### src/rtl/opi_pkg.sv
package opi_pkg;

  // Heading in Q2.13 radians
  localparam int PI_Q13      = 25736;
  localparam int TWO_PI_Q13  = 51472;
  // Offset (a multiple of 2*pi) that keeps the heading sum non-negative
  localparam int WRAP_OFFSET = TWO_PI_Q13 * 8192;

  // CORDIC angles and gain in Q2.30
  localparam logic signed [33:0] HALF_PI_Q30 = 34'sd1686629713;
  localparam logic signed [33:0] PI_Q30      = 34'sd3373259426;
  localparam logic signed [33:0] GAIN_Q30    = 34'sd652032874;
  localparam int CORDIC_W = 34;

  // Heading wrap: floor(u / 2pi) as (u * MOD_RECIP) >> MOD_SHIFT, exact for u < 2^30
  localparam int MOD_SHIFT = 46;
  localparam logic [63:0] MOD_RECIP =
      ((64'd1 << MOD_SHIFT) + 64'(TWO_PI_Q13) - 64'd1) / 64'(TWO_PI_Q13);

  // Turn-rate divider widths
  localparam int DIV_NUM_W = 56;
  localparam int DIV_DEN_W = 24;
  localparam int DIV_Q_W   = 32;

  typedef enum logic [1:0] {
    CFG_WHEEL_SIZE = 2'd0,
    CFG_WHEEL_BASE = 2'd1,
    CFG_REVERSE    = 2'd2
  } cfg_index_t;

  typedef enum logic [4:0] {
    ST_IDLE,
    ST_TR,
    ST_DIST,
    ST_ROT1,
    ST_SPD,
    ST_ROT2,
    ST_ROTS,
    ST_WRAP,
    ST_MODQ,
    ST_QSTORE,
    ST_MODR,
    ST_MODS,
    ST_WAITC,
    ST_PX,
    ST_PY,
    ST_WAITD,
    ST_FIN
  } opi_state_t;

  typedef struct packed {
    logic                 start;
    logic [DIV_NUM_W-1:0] num;
    logic [DIV_DEN_W-1:0] den;
  } div_req_t;

  typedef struct packed {
    logic               done;
    logic               ovf;
    logic [DIV_Q_W-1:0] quot;
  } div_rsp_t;

  typedef struct packed {
    logic               start;
    logic signed [15:0] angle;
  } cordic_req_t;

  typedef struct packed {
    logic               done;
    logic signed [31:0] cos_v;
    logic signed [31:0] sin_v;
  } cordic_rsp_t;

  // Truncated atan(2^-i) in Q2.30
  function automatic logic signed [33:0] atan_q30(input logic [4:0] i);
    logic signed [33:0] a;
    case (i)
      5'd0:    a = 34'sh03243F6A8;
      5'd1:    a = 34'sh01DAC6705;
      5'd2:    a = 34'sh00FADBAFC;
      5'd3:    a = 34'sh007F56EA6;
      5'd4:    a = 34'sh003FEAB76;
      5'd5:    a = 34'sh001FFD55B;
      5'd6:    a = 34'sh000FFFAAA;
      5'd7:    a = 34'sh0007FFF55;
      5'd8:    a = 34'sh0003FFFEA;
      5'd9:    a = 34'sh0001FFFFD;
      5'd10:   a = 34'sh0000FFFFF;
      5'd11:   a = 34'sh00007FFFF;
      5'd12:   a = 34'sh00003FFFF;
      5'd13:   a = 34'sh00001FFFF;
      5'd14:   a = 34'sh00000FFFF;
      5'd15:   a = 34'sh000007FFF;
      5'd16:   a = 34'sh000003FFF;
      5'd17:   a = 34'sh000001FFF;
      5'd18:   a = 34'sh000000FFF;
      5'd19:   a = 34'sh0000007FF;
      5'd20:   a = 34'sh0000003FF;
      5'd21:   a = 34'sh0000001FF;
      5'd22:   a = 34'sh0000000FF;
      5'd23:   a = 34'sh00000007F;
      default: a = '0;
    endcase
    return a;
  endfunction

endpackage

### src/rtl/opi_div.sv
// Restoring divider: one quotient bit per cycle.
// Quotients that do not fit DIV_Q_W bits are flagged as overflow up front.
module opi_div (
  input  logic              clk,
  input  logic              rst,
  input  opi_pkg::div_req_t req,
  output opi_pkg::div_rsp_t rsp
);

  localparam int NW = opi_pkg::DIV_NUM_W;
  localparam int DW = opi_pkg::DIV_DEN_W;
  localparam int QW = opi_pkg::DIV_Q_W;
  localparam int CW = $clog2(QW);

  logic [DW-1:0] rem;
  logic [DW-1:0] den;
  logic [QW-1:0] low;
  logic [QW-1:0] quot;
  logic [CW-1:0] cnt;
  logic          busy;
  logic          done;
  logic          ovf;
  logic          ovf_start;
  logic [DW:0]   trial;
  logic          fits;

  // High part of the numerator must stay below the divisor
  assign ovf_start = (req.num[NW-1:QW] >= req.den);

  // Trial subtraction
  assign trial = {rem, low[QW-1]};
  assign fits  = (trial >= {1'b0, den});

  // Control
  always_ff @(posedge clk) begin
    if (rst) begin
      busy <= 1'b0;
      done <= 1'b0;
      cnt  <= '0;
    end else if (req.start) begin
      busy <= 1'b1;
      done <= 1'b0;
      cnt  <= '0;
    end else if (busy) begin
      cnt <= cnt + 1'b1;
      if (cnt == CW'(QW - 1)) begin
        busy <= 1'b0;
        done <= 1'b1;
      end
    end
  end

  // Datapath
  always_ff @(posedge clk) begin
    if (req.start) begin
      den  <= req.den;
      ovf  <= ovf_start;
      rem  <= ovf_start ? '0 : req.num[NW-1:QW];
      low  <= req.num[QW-1:0];
      quot <= '0;
    end else if (busy) begin
      rem  <= fits ? DW'(trial - {1'b0, den}) : trial[DW-1:0];
      low  <= {low[QW-2:0], 1'b0};
      quot <= {quot[QW-2:0], fits};
    end
  end

  assign rsp.done = done;
  assign rsp.ovf  = ovf;
  assign rsp.quot = quot;

endmodule

### config.mk
export PLATFORM = sky130hd
export DESIGN_NAME = opi_div
export DESIGN_NICKNAME = d
export VERILOG_FILES = /design/src/rtl/opi_pkg.sv /design/src/rtl/opi_div.sv
export SDC_FILE = /design/constraint.sdc
export NUM_CORES = 1
export LEC_CHECK = 0
export BUFFER_PORTS_ARGS = -buffer_cell sky130_fd_sc_hd__buf_2
export CAP_MARGIN = 20
export CORE_UTILIZATION = 59
export CTS_BUF_LIST = sky130_fd_sc_hd__clkbuf_4
export DETAILED_ROUTE_END_ITERATION = 12
export GPL_TIMING_DRIVEN = 0
export PLACE_DENSITY = 0.91
export RECOVER_POWER = 25
export SYNTH_ARGS = -nofsm -noshare
export SYNTH_HDL_FRONTEND = slang
export SYNTH_SLANG_ARGS = --single-unit
### constraint.sdc
create_clock -name clk -period 3.45 [get_ports clk]
set_input_delay 0.5175 -clock clk [delete_from_list [all_inputs] [get_ports clk]]
set_output_delay 0.5175 -clock clk [all_outputs]
set_load 0.05 [all_outputs]
==> results.toml <==
[worst_setup_path]
crit_start = "low[31]"
r2r_slack_ps = 240
path_cells = "inv_1, ha_1, inv_1, fa_1, a21o_1, a31oi_1, o31ai_1, a2111oi_0, or3_1, nand4_1, o211ai_1"
cp_common_cell = "inv_1"
crit_arrival_ps = 3600
crit_family = "compound AO/OA/AOI/OAI gates"
critPathMaxStageDelay_ps = 700
crit_path_start_kind = "flip-flop"
crit_path_end_kind = "flip-flop"
timing.critical_path.required_ps = 3850
crit_type = "flip-flop to flip-flop"
slowest_stage = "a2111oi_0"
critPathMaxFanout = 3
critical_path_buf_inv_count = 2
r2r-start = "low[31]"

[sta]
setup_slack_ps = 244
setup_violations = 0
fin_crit_sh = 0.929
fin_skew_ps = 16.4
min_period_ps = 3210
tns_ps = 0
drv_slew = 27
tightest_slew_ps = 1640
max_freq_ghz = 0.312
hold_viol_final = 0
grt_setup_unrepaired = "no"
max-slew-margin-rel = -0.0940

[min_path]
hp-start = "rst"
hold_path_class = "input pin to flip-flop"

[layout]
final-seq-area_um2 = 3210
area_delta_synth_final_pct = 15.6
fillerInstances = 804
drive_above_1_share = 0.247
design_area_um2 = 7980
multiInputGateArea_um2 = 3200
fin_util = 0.699
nets = 908

[floorplanning]
start_util = 0.605
dieArea_um2 = 12100
dieHeight_um = 110
rows = 39
coreArea_um2 = 11400
die_w_um = 110
ios = 117

[grt]
grt_pass1_vias = 5679
overflow = 0
grt_pass1_wl_um = 27000
grt_max_degree = 32
grt_usage = 0.297
antenna_found_initial = 0

[routing]
via_per_inst = 5.98
final_antenna_net_count = 0
drt_iter0_drc = 384
avgRoutedWirePerCell_um = 18.2
drc = 0
finalWirelength_um = 16900
num_vias = 5571
drt_pass1_iterations = 6

[clock_tree]
max-clock-path-buffers = 2
clkLatencyLatePin_ps = 560
cts_sinks = 120
htreeDepth = 4
cts_setup_buffers = 0
root_buffer = "clkbuf_4"
cts_buffers = 17
post_cts_resized = 0
cts_tree = "done"
holdBufCountCts = 0
path_clk_slew_ps = 120

[synthesis]
yosysWarnings = 0
ys_seq_area_frac = 0.465
synth-main-ff-cell = "edfxtp_1"
netlist_area_um2 = 6900
syn_avg_cell_area_um2 = 10.8
synth-edff-count = 81
netlist_instances = 638
ys_seq_elements = 120
synth.distinct_cells = 63
synth_nets = 772
async_reset_ff_frac = 0

[place]
place_area_um2 = 7690
finalWeightedCongestion = 0.902
dp_hpwl_um = 12500
portBuffers = 116
place_ws_ps = -9.89

[job]
drv_cap = 1

[pwr]
power.total_uw = 4770
leakage_uw = 0.00370
ir_drop_mv = 0.362
powerDensity_nw_per_um2 = 598

[run_status]
violations = "max-capacitance violations, max-slew violations"
status = "finished, violations left"
==> state kept, by name, summed over array words and instances (netlist names) <==
| register | count |
|---|---|
| quot | 32 |
| ovf | 1 |
| cnt | 5 |
| low | 32 |
| den | 24 |
| rem | 24 |
| busy | 1 |
| done | 1 |
==> logic make-up after synthesis <==
logic type,after synthesis,synth area share
AOI/OAI and AO/OA,117,0.117
adders and majority gates,51,0.0935
and+or+nand+nor,145,0.107
DFF,120,0.465
muxes,81,0.123
buffers and inverters,106,0.0716
xor gates and xnor gates,18,0.0228
==> cell usage after synthesis, drive strengths merged, types with 5 or more instances <==
library cell,instances,area share
a21o,17,0.018
a21oi,24,0.017
a31oi,9,0.0082
and2,6,0.0058
and3,9,0.0083
buf,16,0.023
clkbuf,14,0.0076
dfxtp,39,0.11
edfxtp,81,0.35
ha,50,0.091
inv,76,0.041
mux2,32,0.052
mux2i,49,0.071
nand2,17,0.0092
nand2b,8,0.0072
nand3,15,0.012
nand4,13,0.012
nor2,53,0.029
o211ai,6,0.0072
o21ai,13,0.0094
o22ai,15,0.014
or3,7,0.0063
xnor2,13,0.016
xor2,5,0.0063
==> final cells by class <==
type	instances	area share
Antenna cell	1	0.000314
Buffer	30	0.0262
Multi-Input combinational cell	412	0.401
Timing Repair Buffer	117	0.0735
Tap cell	143	0.0224
Sequential cell	120	0.403
Inverter	76	0.0357
Clock inverter	15	0.0227
Clock buffer	17	0.0160
==> per-stage QoR <==
stage          std cells  hold WS, ps
4_1_cts              930          112
6_report             931          115
3_5_place_dp         898          472
3_3_place_gp         897          468
2_1_floorplan        638          438
5_1_grt              930         98.8
==> cell usage in the layout, fill, tap and decap left out, types with 5 or more instances in the layout <==
master | netlist | final
buf_2 | 3 | 102
edfxtp_1 | 81 | 81
inv_1 | 76 | 76
nor2_1 | 53 | 53
ha_1 | 50 | 50
mux2i_1 | 49 | 49
dfxtp_1 | 39 | 39
mux2_2 | 32 | 32
clkbuf_1 | 14 | 30
a21oi_1 | 24 | 24
a21o_1 | 17 | 17
nand2_1 | 17 | 17
clkbuf_4 | 0 | 17
o22ai_1 | 15 | 15
nand3_1 | 14 | 14
nand4_1 | 13 | 13
o21ai_0 | 13 | 13
xnor2_1 | 13 | 13
a31oi_1 | 9 | 9
and3_1 | 8 | 8
nand2b_1 | 8 | 8
or3_1 | 7 | 7
buf_6 | 6 | 6
o211ai_1 | 5 | 5
and2_1 | 5 | 5
xor2_1 | 5 | 5
inv_8 | 0 | 5
==> worst register-to-register path, cell delays in order (launching register included) <==
cell	delay (ps)
edfxtp_1	380
inv_1	100
ha_1	180
inv_1	60
fa_1	420
a21o_1	240
a31oi_1	260
o31ai_1	160
a2111oi_0	700
or3_1	210
nand4_1	130
o211ai_1	230
==> power by group <==
| part | total [uW] | switching (uW) | internal (uW) |
|---|---|---|---|
| sequential | 1830 | 82.9 | 1750 |
| combinational | 1820 | 1020 | 801 |
| clock | 1120 | 650 | 465 |
| total | 4770 | 1760 | 3020 |
==> worst paths after layout <==
path | to | cells after the start
hold / removal | busy | 2
setup reg to reg | rem[22] | 11
setup / recovery | rem[22] | 11
hold reg to reg | done | 2
==> layer usage <==
metal / routed length, um / up-vias / GRT usage
met1: 6750 / 2707 / 0.340
met5: 0 / - / 0
li1: - / 2591 / -
met3: 1290 / 45 / 0.0917
met2: 8510 / 228 / 0.520
met4: 393 / 0 / 0.115
Note: power is estimated with default switching activity, not from simulation.
